===== src/rtl/set_median_mode_mean_top_macros.svh =====
// Assertion macros shared by the statistics block's RTL files.
`ifndef SET_MEDIAN_MODE_MEAN_TOP_MACROS_SVH
`define SET_MEDIAN_MODE_MEAN_TOP_MACROS_SVH

// Same-cycle implication, switched off while reset is held.
`define SMM_ASSERT_IMPL(lbl, clk, rst_n, ante, cons, msg) \
    lbl: assert property (@(posedge clk) disable iff (!rst_n) (ante) |-> (cons)) \
        else $error(msg);

// Next-cycle implication, switched off while reset is held.
`define SMM_ASSERT_NEXT(lbl, clk, rst_n, ante, cons, msg) \
    lbl: assert property (@(posedge clk) disable iff (!rst_n) (ante) |=> (cons)) \
        else $error(msg);

`endif


===== src/rtl/smm_pkg.sv =====
// Package with the field widths, default sizes and request types of the statistics block.
`default_nettype none

package smm_pkg;

    localparam int MAX_ITEMS_DEF = 1024;
    localparam int VALUE_MAX_DEF = 100;
    localparam int MEAN_FRAC     = 8;

    localparam int SAMPLE_W = 7;
    localparam int MEDIAN_W = 8;
    localparam int MODE_W   = 7;
    localparam int MEAN_W   = 15;
    localparam int COUNT_W  = 11;

    typedef struct packed {
        logic [SAMPLE_W-1:0] sample_value;
        logic                last_item;
    } t_in_item;

    typedef struct packed {
        logic [MEDIAN_W-1:0] median_doubled;
        logic [MODE_W-1:0]   mode_value;
        logic [MEAN_W-1:0]   mean_q8;
        logic [COUNT_W-1:0]  item_count;
        logic                overflow_flag;
    } t_out_item;

endpackage

`default_nettype wire


===== src/rtl/smm_chan_if.sv =====
// Valid/ready channel interface carrying one request payload.
`default_nettype none

interface smm_chan_if #(
    parameter type T = logic
);
    logic valid;
    logic ready;
    T     data;

    modport source (output valid, output data, input ready);
    modport sink   (input valid, input data, output ready);
endinterface

`default_nettype wire


===== src/rtl/set_median_mode_mean_top.sv =====
// Top level of the mean, median and mode statistics block.
// Usage: values of a data set arrive on i_in_ch, one request per value, the final
// one marked with last_item. Each value above VALUE_MAX is saturated to it.
// While a set is loading, i_in_ch.ready stays high and one value is taken every
// cycle; a read-modify-write of the histogram memory with one-entry forwarding
// sustains that rate. Values beyond MAX_ITEMS are dropped and flagged.
// After the marked value the block walks all VALUE_MAX + 1 histogram bins, one
// per cycle through the memory read port, then runs a bit-serial divider for the
// mean (one bit per cycle, sum width + 8 bits). The result request appears on
// o_out_ch once the walk and the division are done, and input is paused until
// the result is loaded. The result sits in an output register until taken,
// and loading of the next set may proceed meanwhile; a finished result waits
// only if the previous one has not been taken yet.
// After reset, a clearing pass writes zero to every bin, during which
// i_in_ch.ready is low. The histogram is cleared again during each walk, so
// no further clearing pass is needed.
`default_nettype none
`include "set_median_mode_mean_top_macros.svh"

module set_median_mode_mean_top #(
    parameter int MAX_ITEMS = smm_pkg::MAX_ITEMS_DEF,
    parameter int VALUE_MAX = smm_pkg::VALUE_MAX_DEF
) (
    input  logic        i_clk,
    input  logic        i_rst_n,
    smm_chan_if.sink    i_in_ch,
    smm_chan_if.source  o_out_ch
);

    import smm_pkg::*;

    localparam int NBINS  = VALUE_MAX + 1;
    localparam int ADDR_W = $clog2(NBINS);
    localparam int CNT_W  = $clog2(MAX_ITEMS + 1);
    localparam int SUM_W  = $clog2(MAX_ITEMS * VALUE_MAX + 1);
    localparam int QUO_W  = SUM_W + MEAN_FRAC;
    localparam int MED_W  = ADDR_W + 1;

    localparam logic [2:0] ST_CLEAR  = 3'd0;
    localparam logic [2:0] ST_LOAD   = 3'd1;
    localparam logic [2:0] ST_SETTLE = 3'd2;
    localparam logic [2:0] ST_WALK   = 3'd3;
    localparam logic [2:0] ST_DIV    = 3'd4;
    localparam logic [2:0] ST_HOLD   = 3'd5;

    // Histogram memory and its read register.
    logic [CNT_W-1:0]  mem [NBINS];
    logic [CNT_W-1:0]  r_rd_data;

    logic [2:0]        r_state, n_state;
    logic [ADDR_W-1:0] r_addr, n_addr;
    logic              r_issue_done, n_issue_done;
    logic [CNT_W-1:0]  r_count, n_count;
    logic [SUM_W-1:0]  r_sum, n_sum;
    logic              r_dropped, n_dropped;
    logic              r_out_valid, n_out_valid;
    t_out_item         r_out;

    logic              r_s1_valid;
    logic [ADDR_W-1:0] r_s1_addr;
    logic              r_fwd_hit;
    logic [CNT_W-1:0]  r_fwd_val;

    logic              r_wv;
    logic [ADDR_W-1:0] r_wa;
    logic [CNT_W-1:0]  r_cum;
    logic [CNT_W-1:0]  r_best;
    logic [ADDR_W-1:0] r_mode;
    logic [ADDR_W-1:0] r_lo;
    logic [ADDR_W-1:0] r_hi;
    logic              r_found_lo;
    logic              r_found_hi;

    logic [ADDR_W-1:0] in_value;
    logic              accept;
    logic              take;
    logic              slot_free;
    logic              load_out;
    logic              div_start;
    logic              div_done;
    logic [QUO_W-1:0]  div_quo;
    logic [CNT_W-1:0]  inc;
    logic [CNT_W-1:0]  cum_n;
    logic [CNT_W-1:0]  k_hi;
    logic [CNT_W-1:0]  k_lo;
    logic [MED_W-1:0]  median;

    logic              mem_re;
    logic [ADDR_W-1:0] mem_ra;
    logic              mem_we;
    logic [ADDR_W-1:0] mem_wa;
    logic [CNT_W-1:0]  mem_wd;

    always_comb begin
        if (int'(i_in_ch.data.sample_value) > VALUE_MAX) begin
            in_value = ADDR_W'(VALUE_MAX);
        end else begin
            in_value = ADDR_W'(i_in_ch.data.sample_value);
        end
    end

    assign i_in_ch.ready = (r_state == ST_LOAD);
    assign accept        = i_in_ch.valid && i_in_ch.ready;
    assign take          = accept && (r_count < CNT_W'(MAX_ITEMS));
    assign slot_free     = !r_out_valid || o_out_ch.ready;

    // A bin written back this cycle is forwarded to a request for the same bin.
    assign inc = (r_fwd_hit ? r_fwd_val : r_rd_data) + 1'b1;

    assign k_hi   = r_count >> 1;
    assign k_lo   = r_count[0] ? k_hi : k_hi - 1'b1;
    assign cum_n  = r_cum + r_rd_data;
    assign median = MED_W'(r_lo) + MED_W'(r_hi);

    always_comb begin
        mem_re = take || (r_state == ST_WALK && !r_issue_done);
        mem_ra = (r_state == ST_WALK) ? r_addr : in_value;
        mem_we = r_s1_valid || r_wv || (r_state == ST_CLEAR);
        if (r_s1_valid) begin
            mem_wa = r_s1_addr;
        end else if (r_wv) begin
            mem_wa = r_wa;
        end else begin
            mem_wa = r_addr;
        end
        mem_wd = r_s1_valid ? inc : '0;
    end

    always_ff @(posedge i_clk) begin
        if (mem_we) begin
            mem[mem_wa] <= mem_wd;
        end
        if (mem_re) begin
            r_rd_data <= mem[mem_ra];
        end
    end

    always_comb begin
        n_state      = r_state;
        n_addr       = r_addr;
        n_issue_done = r_issue_done;
        n_count      = r_count;
        n_sum        = r_sum;
        n_dropped    = r_dropped;
        n_out_valid  = r_out_valid && !o_out_ch.ready;
        load_out     = 1'b0;
        div_start    = 1'b0;
        case (r_state)
            ST_CLEAR: begin
                if (r_addr == ADDR_W'(VALUE_MAX)) begin
                    n_state = ST_LOAD;
                    n_addr  = '0;
                end else begin
                    n_addr = r_addr + 1'b1;
                end
            end
            ST_LOAD: begin
                if (accept) begin
                    if (take) begin
                        n_count = r_count + 1'b1;
                        n_sum   = r_sum + SUM_W'(in_value);
                    end else begin
                        n_dropped = 1'b1;
                    end
                    if (i_in_ch.data.last_item) begin
                        n_state = ST_SETTLE;
                    end
                end
            end
            ST_SETTLE: begin
                // The last histogram write lands here, before the walk reads.
                n_state      = ST_WALK;
                n_addr       = '0;
                n_issue_done = 1'b0;
            end
            ST_WALK: begin
                if (!r_issue_done) begin
                    if (r_addr == ADDR_W'(VALUE_MAX)) begin
                        n_issue_done = 1'b1;
                    end else begin
                        n_addr = r_addr + 1'b1;
                    end
                end
                if (r_wv && r_wa == ADDR_W'(VALUE_MAX)) begin
                    n_state   = ST_DIV;
                    div_start = 1'b1;
                end
            end
            ST_DIV: begin
                if (div_done) begin
                    if (slot_free) begin
                        load_out = 1'b1;
                        n_state  = ST_LOAD;
                    end else begin
                        n_state = ST_HOLD;
                    end
                end
            end
            ST_HOLD: begin
                if (slot_free) begin
                    load_out = 1'b1;
                    n_state  = ST_LOAD;
                end
            end
            default: begin
                n_state = ST_CLEAR;
                n_addr  = '0;
            end
        endcase
        if (load_out) begin
            n_out_valid = 1'b1;
            n_count     = '0;
            n_sum       = '0;
            n_dropped   = 1'b0;
        end
    end

    always_ff @(posedge i_clk) begin
        if (!i_rst_n) begin
            r_state      <= ST_CLEAR;
            r_addr       <= '0;
            r_issue_done <= 1'b0;
            r_count      <= '0;
            r_sum        <= '0;
            r_dropped    <= 1'b0;
            r_out_valid  <= 1'b0;
            r_s1_valid   <= 1'b0;
            r_wv         <= 1'b0;
        end else begin
            r_state      <= n_state;
            r_addr       <= n_addr;
            r_issue_done <= n_issue_done;
            r_count      <= n_count;
            r_sum        <= n_sum;
            r_dropped    <= n_dropped;
            r_out_valid  <= n_out_valid;
            r_s1_valid   <= take;
            r_wv         <= (r_state == ST_WALK) && !r_issue_done;
        end
    end

    always_ff @(posedge i_clk) begin
        r_s1_addr <= in_value;
        r_fwd_hit <= r_s1_valid && (r_s1_addr == in_value);
        r_fwd_val <= inc;
        r_wa      <= r_addr;
        if (r_state == ST_SETTLE) begin
            r_cum      <= '0;
            r_best     <= '0;
            r_mode     <= '0;
            r_lo       <= '0;
            r_hi       <= '0;
            r_found_lo <= 1'b0;
            r_found_hi <= 1'b0;
        end else if (r_wv) begin
            r_cum <= cum_n;
            // Strictly greater keeps the smallest value among equal counts.
            if (r_rd_data > r_best) begin
                r_best <= r_rd_data;
                r_mode <= r_wa;
            end
            if (!r_found_lo && cum_n > k_lo) begin
                r_lo       <= r_wa;
                r_found_lo <= 1'b1;
            end
            if (!r_found_hi && cum_n > k_hi) begin
                r_hi       <= r_wa;
                r_found_hi <= 1'b1;
            end
        end
        if (load_out) begin
            r_out.median_doubled <= MEDIAN_W'(median);
            r_out.mode_value     <= MODE_W'(r_mode);
            r_out.mean_q8        <= MEAN_W'(div_quo);
            r_out.item_count     <= COUNT_W'(r_count);
            r_out.overflow_flag  <= r_dropped;
        end
    end

    smm_div #(
        .DIVIDEND_W (QUO_W),
        .DIVISOR_W  (CNT_W)
    ) u_div (
        .i_clk      (i_clk),
        .i_rst_n    (i_rst_n),
        .i_start    (div_start),
        .i_dividend ({r_sum, {MEAN_FRAC{1'b0}}}),
        .i_divisor  (r_count),
        .o_done     (div_done),
        .o_quotient (div_quo)
    );

    assign o_out_ch.valid = r_out_valid;
    assign o_out_ch.data  = r_out;

    `SMM_ASSERT_IMPL(a_walk_flushed, i_clk, i_rst_n, (r_state == ST_WALK), !r_s1_valid,
                     "histogram update pending during walk")
    `SMM_ASSERT_IMPL(a_median_found, i_clk, i_rst_n, (r_state == ST_DIV),
                     (r_found_lo && r_found_hi), "median ranks not reached in walk")
    `SMM_ASSERT_IMPL(a_mode_found, i_clk, i_rst_n, (r_state == ST_DIV), (r_best != '0),
                     "no populated bin found in walk")
    `SMM_ASSERT_IMPL(a_median_order, i_clk, i_rst_n, (r_state == ST_DIV), (r_lo <= r_hi),
                     "lower middle value above upper one")

endmodule

`default_nettype wire


===== src/rtl/smm_div.sv =====
// Restoring divider that produces one quotient bit per cycle.
`default_nettype none
`include "set_median_mode_mean_top_macros.svh"

module smm_div #(
    parameter int DIVIDEND_W = 25,
    parameter int DIVISOR_W  = 11
) (
    input  logic                  i_clk,
    input  logic                  i_rst_n,
    input  logic                  i_start,
    input  logic [DIVIDEND_W-1:0] i_dividend,
    input  logic [DIVISOR_W-1:0]  i_divisor,
    output logic                  o_done,
    output logic [DIVIDEND_W-1:0] o_quotient
);

    localparam int CNT_W = $clog2(DIVIDEND_W + 1);

    logic                  r_busy;
    logic                  r_done;
    logic [CNT_W-1:0]      r_cnt;
    logic [DIVIDEND_W-1:0] r_quo;
    logic [DIVISOR_W:0]    r_rem;
    logic [DIVISOR_W-1:0]  r_dvs;

    logic [DIVISOR_W:0]    rem_sh;
    logic [DIVISOR_W:0]    diff;
    logic                  ge;

    // The partial remainder stays below the divisor, so the shifted value fits.
    always_comb begin
        rem_sh = {r_rem[DIVISOR_W-1:0], r_quo[DIVIDEND_W-1]};
        diff   = rem_sh - {1'b0, r_dvs};
        ge     = (rem_sh >= {1'b0, r_dvs});
    end

    always_ff @(posedge i_clk) begin
        if (!i_rst_n) begin
            r_busy <= 1'b0;
            r_done <= 1'b0;
            r_cnt  <= '0;
        end else begin
            r_done <= 1'b0;
            if (i_start) begin
                r_busy <= 1'b1;
                r_cnt  <= CNT_W'(DIVIDEND_W);
            end else if (r_busy) begin
                r_cnt <= r_cnt - 1'b1;
                if (r_cnt == CNT_W'(1)) begin
                    r_busy <= 1'b0;
                    r_done <= 1'b1;
                end
            end
        end
    end

    always_ff @(posedge i_clk) begin
        if (i_start) begin
            r_quo <= i_dividend;
            r_rem <= '0;
            r_dvs <= i_divisor;
        end else if (r_busy) begin
            r_rem <= ge ? diff : rem_sh;
            r_quo <= {r_quo[DIVIDEND_W-2:0], ge};
        end
    end

    assign o_done     = r_done;
    assign o_quotient = r_quo;

    `SMM_ASSERT_IMPL(a_start_idle, i_clk, i_rst_n, i_start, !r_busy, "divider started while busy")
    `SMM_ASSERT_NEXT(a_last_step_done, i_clk, i_rst_n, (r_busy && r_cnt == CNT_W'(1)), r_done, "missing done after last step")
    `SMM_ASSERT_IMPL(a_fall_done, i_clk, i_rst_n, $fell(r_busy), r_done, "divider went idle without done")

endmodule

`default_nettype wire


===== src/flat_wrapper.sv =====
// flat-port wrapper written by rule: the top's interface ports become plain ports
module set_median_mode_mean_top_flat import smm_pkg::*;
#(
    parameter int MAX_ITEMS = smm_pkg::MAX_ITEMS_DEF,
    parameter int VALUE_MAX = smm_pkg::VALUE_MAX_DEF
)
  (i_clk, i_rst_n, i_in_ch_valid, i_in_ch_data, i_in_ch_ready, o_out_ch_valid, o_out_ch_data, o_out_ch_ready);
  smm_chan_if #(.T(t_in_item)) i_in_ch_i ();
  smm_chan_if #(.T(t_out_item)) o_out_ch_i ();
  input  logic i_clk;
  input  logic i_rst_n;
  input wire logic [$bits(i_in_ch_i.valid)-1:0] i_in_ch_valid;
  input wire logic [$bits(i_in_ch_i.data)-1:0] i_in_ch_data;
  output wire logic [$bits(i_in_ch_i.ready)-1:0] i_in_ch_ready;
  output wire logic [$bits(o_out_ch_i.valid)-1:0] o_out_ch_valid;
  output wire logic [$bits(o_out_ch_i.data)-1:0] o_out_ch_data;
  input wire logic [$bits(o_out_ch_i.ready)-1:0] o_out_ch_ready;
  assign i_in_ch_i.valid = i_in_ch_valid;
  assign i_in_ch_i.data = i_in_ch_data;
  assign i_in_ch_ready = i_in_ch_i.ready;
  assign o_out_ch_valid = o_out_ch_i.valid;
  assign o_out_ch_data = o_out_ch_i.data;
  assign o_out_ch_i.ready = o_out_ch_ready;
  set_median_mode_mean_top #(.MAX_ITEMS(MAX_ITEMS), .VALUE_MAX(VALUE_MAX)) u_core (.i_clk(i_clk), .i_rst_n(i_rst_n), .i_in_ch(i_in_ch_i), .o_out_ch(o_out_ch_i));
endmodule

===== config.mk =====
export PLATFORM = sky130hd
export DESIGN_NAME = set_median_mode_mean_top_flat
export DESIGN_NICKNAME = d
export VERILOG_FILES = /design/src/rtl/smm_pkg.sv /design/src/rtl/smm_chan_if.sv /design/src/rtl/set_median_mode_mean_top.sv /design/src/rtl/smm_div.sv /design/src/flat_wrapper.sv
export VERILOG_INCLUDE_DIRS = /design/src /design/src/rtl
export SDC_FILE = /design/constraint.sdc
export NUM_CORES = 2
export LEC_CHECK = 0
export ABC_AREA = 1
export BUFFER_PORTS_ARGS = -buffer_cell sky130_fd_sc_hd__clkbuf_2
export CORE_ASPECT_RATIO = 1.4
export CORE_UTILIZATION = 60
export CTS_CLUSTER_DIAMETER = 200
export DETAILED_ROUTE_END_ITERATION = 10
export PLACE_DENSITY = 0.84
export SETUP_SLACK_MARGIN = 0.4
export SLEW_MARGIN = 20
export SYNTH_ARGS = -nofsm -noshare
export SYNTH_HDL_FRONTEND = slang
export SYNTH_SLANG_ARGS = --single-unit

===== constraint.sdc =====
create_clock -name i_clk -period 15.6 [get_ports i_clk]
set_clock_uncertainty 0.2 [all_clocks]
set_input_delay 1.56 -clock i_clk [delete_from_list [all_inputs] [get_ports i_clk]]
set_output_delay 1.56 -clock i_clk [all_outputs]
set_load 0.01 [all_outputs]

**Yosys cells after proc, flatten, opt, wreduce, memory -nomap -nowiden**

Memories as Yosys holds them, arrays and structs flattened. A register that Yosys moved wholly into a read port is not among the register bits.
Cells that the tools add are included.
W data, S select, Z words.

- Reductions and logical operators: 31
- Bitwise gates (word level): 4
- $lt $le $gt $ge: 6
- Equality and inequality tests: 17
- Multiplexer cells: 39
- Add/sub/neg operators: 9

Operators with widths:

| kind | count |
|---|---|
| $mux W25 | 2 |
| $mux W7 | 7 |
| $mux W11 | 4 |
| $add A11 B1 Y11 const B | 2 |
| $gt A11 B11 Y1 | 2 |
| $mux W3 | 7 |
| $pmux W7 S3 | 1 |
| $pmux W3 S6 | 1 |
| $add A17 B7 Y17 | 1 |
| $eq A7 B7 Y1 const B | 2 |
| $ne A2 B2 Y1 const B | 7 |
| $mux W1 | 13 |
| $ge A12 B11 Y1 | 1 |
| $add A11 B11 Y11 | 1 |
| $gt A11 B10 Y1 | 1 |
| $lt A11 B11 Y1 const B | 1 |
| $sub A10 B1 Y11 const B | 1 |
| $sub A11 B11 Y11 | 1 |
| $mux W5 | 2 |
| $reduce_and A3 Y1 | 3 |
| $add A7 B7 Y8 | 1 |
| $logic_and A1 B1 Y1 | 8 |
| $add A7 B1 Y7 const B | 1 |
| $eq A7 B7 Y1 | 1 |
| other kinds (17) | 35 |

- Word-level logic and storage cells: 140
- Flip-flop bits (word level): 210
- Memory bits (writable): 1111
- Input bits: 12
- Output and inout port bits: 44
- Memories: 1

Memory list:

| memory | words | width | rd ports | clocked after Yosys merged registers in | wr ports | RTL line | source |
|---|---|---|---|---|---|---|---|
| u_core.mem | 101 | 11 | 1 | 1 | 1 | set_median_mode_mean_top.sv:47 | `logic [CNT_W-1:0] mem [NBINS];` |

**Longest topological paths before layout**

- Word-level depth: 6
- Gate-level depth with buffers: 20
- Gate-level depth less buffers: 20

**Modules after synthesis**

From an unflattened synthesis, not the netlist that was laid out.

- Cells, all modules: 5674
- Area, all modules: 58153.3 um^2

By module, submodules not included:

| module | times used | sequential area each (um^2) | cells each | area each (um^2) |
|---|---|---|---|---|
| set_median_mode_mean_top | 1 | 37235.7 | 5300 | 55135.4 |
| smm_div | 1 | 1441.4 | 374 | 3017.9 |

**Least setup slack after synthesis**

Ideal clock, no wire load.

- Path kind: register to register
- Start: register u_core.r_rd_data[2], read port of u_core.mem
- End: memory u_core.mem[0][9] in the netlist's numbering, data pin
- Clock period less this slack: 4.924 ns
- Required time: 14.729 ns
- Setup time: 0.671 ns
- Cell stages (with the launch flop): 12
- Slack: 10.676 ns
- Path buffers: 0
- Arrival: 4.053 ns
- Cells stage by stage: edfxtp_1 -> inv_1 -> o21ai_0 -> nand2_1 -> nor2_1 -> nand2_1 -> nor2_1 -> inv_1 -> nor3_1 -> nor3b_1 -> xor2_1 -> nor2_1

- Word-level cells in the longest chain between the ends: 3

Ends and longest elaborated chain:

| item | RTL line | source |
|---|---|---|
| from (decl) | set_median_mode_mean_top.sv:48 | `logic [CNT_W-1:0] r_rd_data;` |
| $mux W11 | set_median_mode_mean_top.sv:108 | `assign inc = (r_fwd_hit ? r_fwd_val : r_rd_data) + 1'b1;` |
| $add A11 B1 Y11 | set_median_mode_mean_top.sv:108 |  |
| $mux W11 | set_median_mode_mean_top.sv:126 | `mem_wd = r_s1_valid ? inc : '0;` |
| net u_core.mem_wd[9] | set_median_mode_mean_top.sv:92 | `logic [CNT_W-1:0] mem_wd;` |
| to (decl) | set_median_mode_mean_top.sv:47 |  |

The timed path passes the listed nets, and every way through them passes these cells.

**Final worst setup path**

- Start: input i_in_ch_data[4]
- End: register u_core.r_rd_data[4], read port of u_core.mem, data pin

- Word-level cells in the longest chain between the ends: 3

Ends and longest elaborated chain:

| item | RTL line | source |
|---|---|---|
| from (decl) | flat_wrapper.sv:13 | `input wire logic [$bits(i_in_ch_i.data)-1:0] i_in_ch_data;` |
| $gt A7 B7 Y1 | set_median_mode_mean_top.sv:95 | `if (int'(i_in_ch.data.sample_value) > VALUE_MAX) begin` |
| $mux W7 * | set_median_mode_mean_top.sv:95 |  |
| $mux W7 * | set_median_mode_mean_top.sv:117 | `mem_ra = (r_state == ST_WALK) ? r_addr : in_value;` |

Mark *: on every way between the ends. The rest lies on a longest branch, timed or not.
A chain may end at the register's enable or synchronous reset.

==> run metrics <==
CTS H-tree depth=3; Iter 0 DRT Violations=5843; Period Utilization, post-route=about 41%; hold crit path type=flop to flop; Critical Path Max Stage Delay=920 ps; pre-CTS setup slack=between 8000 and 9000 ps; Synth Net Count=~5.7k; layout cells sized above 1=approximately 6.7%; fmax=approximately 160 MHz; # resized after CTS=0; worst slew margin relative to its limit=approximately 21%; max_cap viols=0; cell mode on critical path=nand2_1; Leak Pwr=~0.025 µW; largest net degree at the start of global routing=200; total track usage=32.1%; Die Span Y=approximately 370 µm; postcts setup bufs=0; drt drc=0; multi-input logic area=17000 µm²; Final Hold Fails=0; Setup TNS Final=0 ps; CTS tree=done; Inserted Clock Buffers=115; Slew @ Worst Pin=around 1200 ps; commonest non-fill, non-tap cell in the layout=nand2_1; unrepaired setup endpoints after global routing=no; Avg Cell Area, Syn=10.3 µm²; vias in the first global route=roughly 42k; Post-DRT Antenna Nets=0; crit path max fanout=approximately 120; die area=97300 µm²; nature of the critical path endpoint=flop; FFs w/ async S/R, synth=0%; critical path required time=16010 ps; core area=between 90000 and 100000 µm²; HPWL Detailed=89000 µm; EDFF count, synth=1192; Post-synth top flop=edfxtp_1; Slowest cell on crit path=nand2_8; via count=around 43k; Post-CTS Hold Buffers=0; first-pass GRT wire length=roughly 240000 µm; fill cell count=6534; Via-to-Cell Ratio=~6.2; Die W=about 260 µm; CTS root buffer=clkbuf_16; most frequent cells in the layout=nand2_1, edfxtp_1, nand3_1; Worst path top cell family by delay=simple AND/OR/NAND/NOR gates; Clk Latency, worst-skew pair=about 750 ps; kind of start point of the critical path=input port; CP Class=input port to flop; Mapped Cells=around 5.6k; mapped cell area=around 58000 µm²; area growth from synthesis to layout=8.96%; P per Cell Area=around 130 nW/µm²; CP Data Arrival Time=about 7000 ps; Max VDD drop=101 µV; worst path buffer plus inverter count=3; WL/cell=~23 µm; final wirelength=between 150000 and 200000 µm; register area=between 30000 and 40000 µm²; initial antenna violation count=3; Pins Over Slew Limit=0; min cycle time layout=around 6400 ps; Overflow after GRT=0; Final Wtd Congestion=0.954; Worst Slack Setup Final=roughly 9200 ps; Pre-antenna DRT Iters=7; crit path cell chain=clkbuf_2, nor2_1, nand2_1, nand2_1, nand3_4, nand2_8, buf_4, buf_4, nand2_1, nand2_1, nand2_1, nand3_1, nand3_1, nand3_1, nand3_1, nand2_1, nand2_1, nand2_1; IO Pins=56; Setup violations, final=0; clock sinks=between 1k and 1.5k; Clock Tree Buf Depth=3; FP Rows=roughly 130; status=finished, final reports clean; register bit total from synthesis=between 1k and 1.5k; synth warn=0; number of port buffers=55; Netlist cell types=53; CTS clk-pin slew, worst paths=70 ps; Initial Util=roughly three fifths; register area share after synthesis=67.0%; # nets final=approximately 5.6k
==> kinds of logic (layout without fill, tap and decap cells) <==
logic type,Yosys count,count (layout),synth area share (%)
AOI/OAI and AO/OA,320,320,3.10
xor gates and xnor gates,46,46,0.699
adders and majority gates,77,77,1.72
buffers and inverters,519,555,3.93
DFF,1332,1332,67.0
muxes,6,6,0.106
other,0,2,0
and+or+nand+nor,3272,3272,23.5
==> path summary, 6_finish.rpt <==
kind                      from                   to  slack [ps]  depth (start not counted)
max reg2reg  u_core.r_state[2]  u_core.r_rd_data[9]        9660                         17
max            i_in_ch_data[4]  u_core.r_rd_data[4]        9160                         18
min reg2reg   u_core.r_addr[2]       u_core.r_wa[2]         210                          0
min           u_core.r_addr[2]       u_core.r_wa[2]         210                          0
==> flip-flops by register name, summed over array words and instances, names as in the netlist, 11 cells and up <==
register / cells
u_core.mem: 1111
u_core.o_out_ch.data: 42
u_core.u_div.o_quotient: 25
u_core.r_sum: 17
u_core.r_best: 11
u_core.r_count: 11
u_core.r_cum: 11
u_core.r_fwd_val: 11
u_core.r_rd_data: 11
u_core.u_div.r_dvs: 11
u_core.u_div.r_rem: 11
==> area by class of cell <==
class                           count  share of cell area [%]
Timing Repair Buffer              120                    1.33
Inverter                          220                    1.34
Multi-Input combinational cell   3721                    27.1
Clock inverter                     68                    1.30
Antenna cell                        2                 0.00797
Clock buffer                      147                    5.04
Sequential cell                  1332                    61.5
Tap cell                         1224                    2.44
==> metal layers <==
layer	vias up	part of all wire, %	track usage [%]
met5	-	0	0
met4	0	8.6	25.7
met3	728	12	6.87
met2	3261	47	52.0
met1	19700	32	36.9
li1	18800	-	-
==> per-stage QoR <==
step | area, µm² | instances | hold slack [ps] | util (%) | total power, µW
after floorplan | 57600 | 5572 | 154 | - | 4910
after global placement | 58700 | 6615 | 200 | 61.6 | 5240
after detailed placement | 58700 | 6615 | 198 | 61.6 | 5280
after CTS | 62700 | 6830 | 207 | 65.8 | 8230
after global routing | 62800 | 6832 | 219 | 65.9 | 8520
final | 62800 | 6834 | 208 | 65.9 | 8280
==> power breakdown <==
part           switching [µW]  internal, µW
clock                    1300          1720
sequential               60.4          4010
combinational             882           316
==> cells in the mapped netlist, types with 12 or more instances <==
cell type / number / share of area [%]
o21ai_0: 118 / 1.0
buf_1: 16 / 0.10
buf_4: 30 / 0.39
nand3_1: 836 / 7.3
o21ai_1: 22 / 0.19
o211ai_1: 13 / 0.17
clkbuf_1: 115 / 0.75
nor2_1: 247 / 1.6
ha_1: 73 / 1.6
inv_1: 206 / 1.3
a21oi_1: 106 / 0.92
xnor2_1: 12 / 0.18
buf_2: 134 / 1.2
edfxtp_1: 1192 / 62
nand2_1: 2121 / 14
dfxtp_1: 140 / 4.9
xor2_1: 34 / 0.52
nor3_1: 20 / 0.17
nand4_1: 19 / 0.21
(Power assumes the default switching activity.)
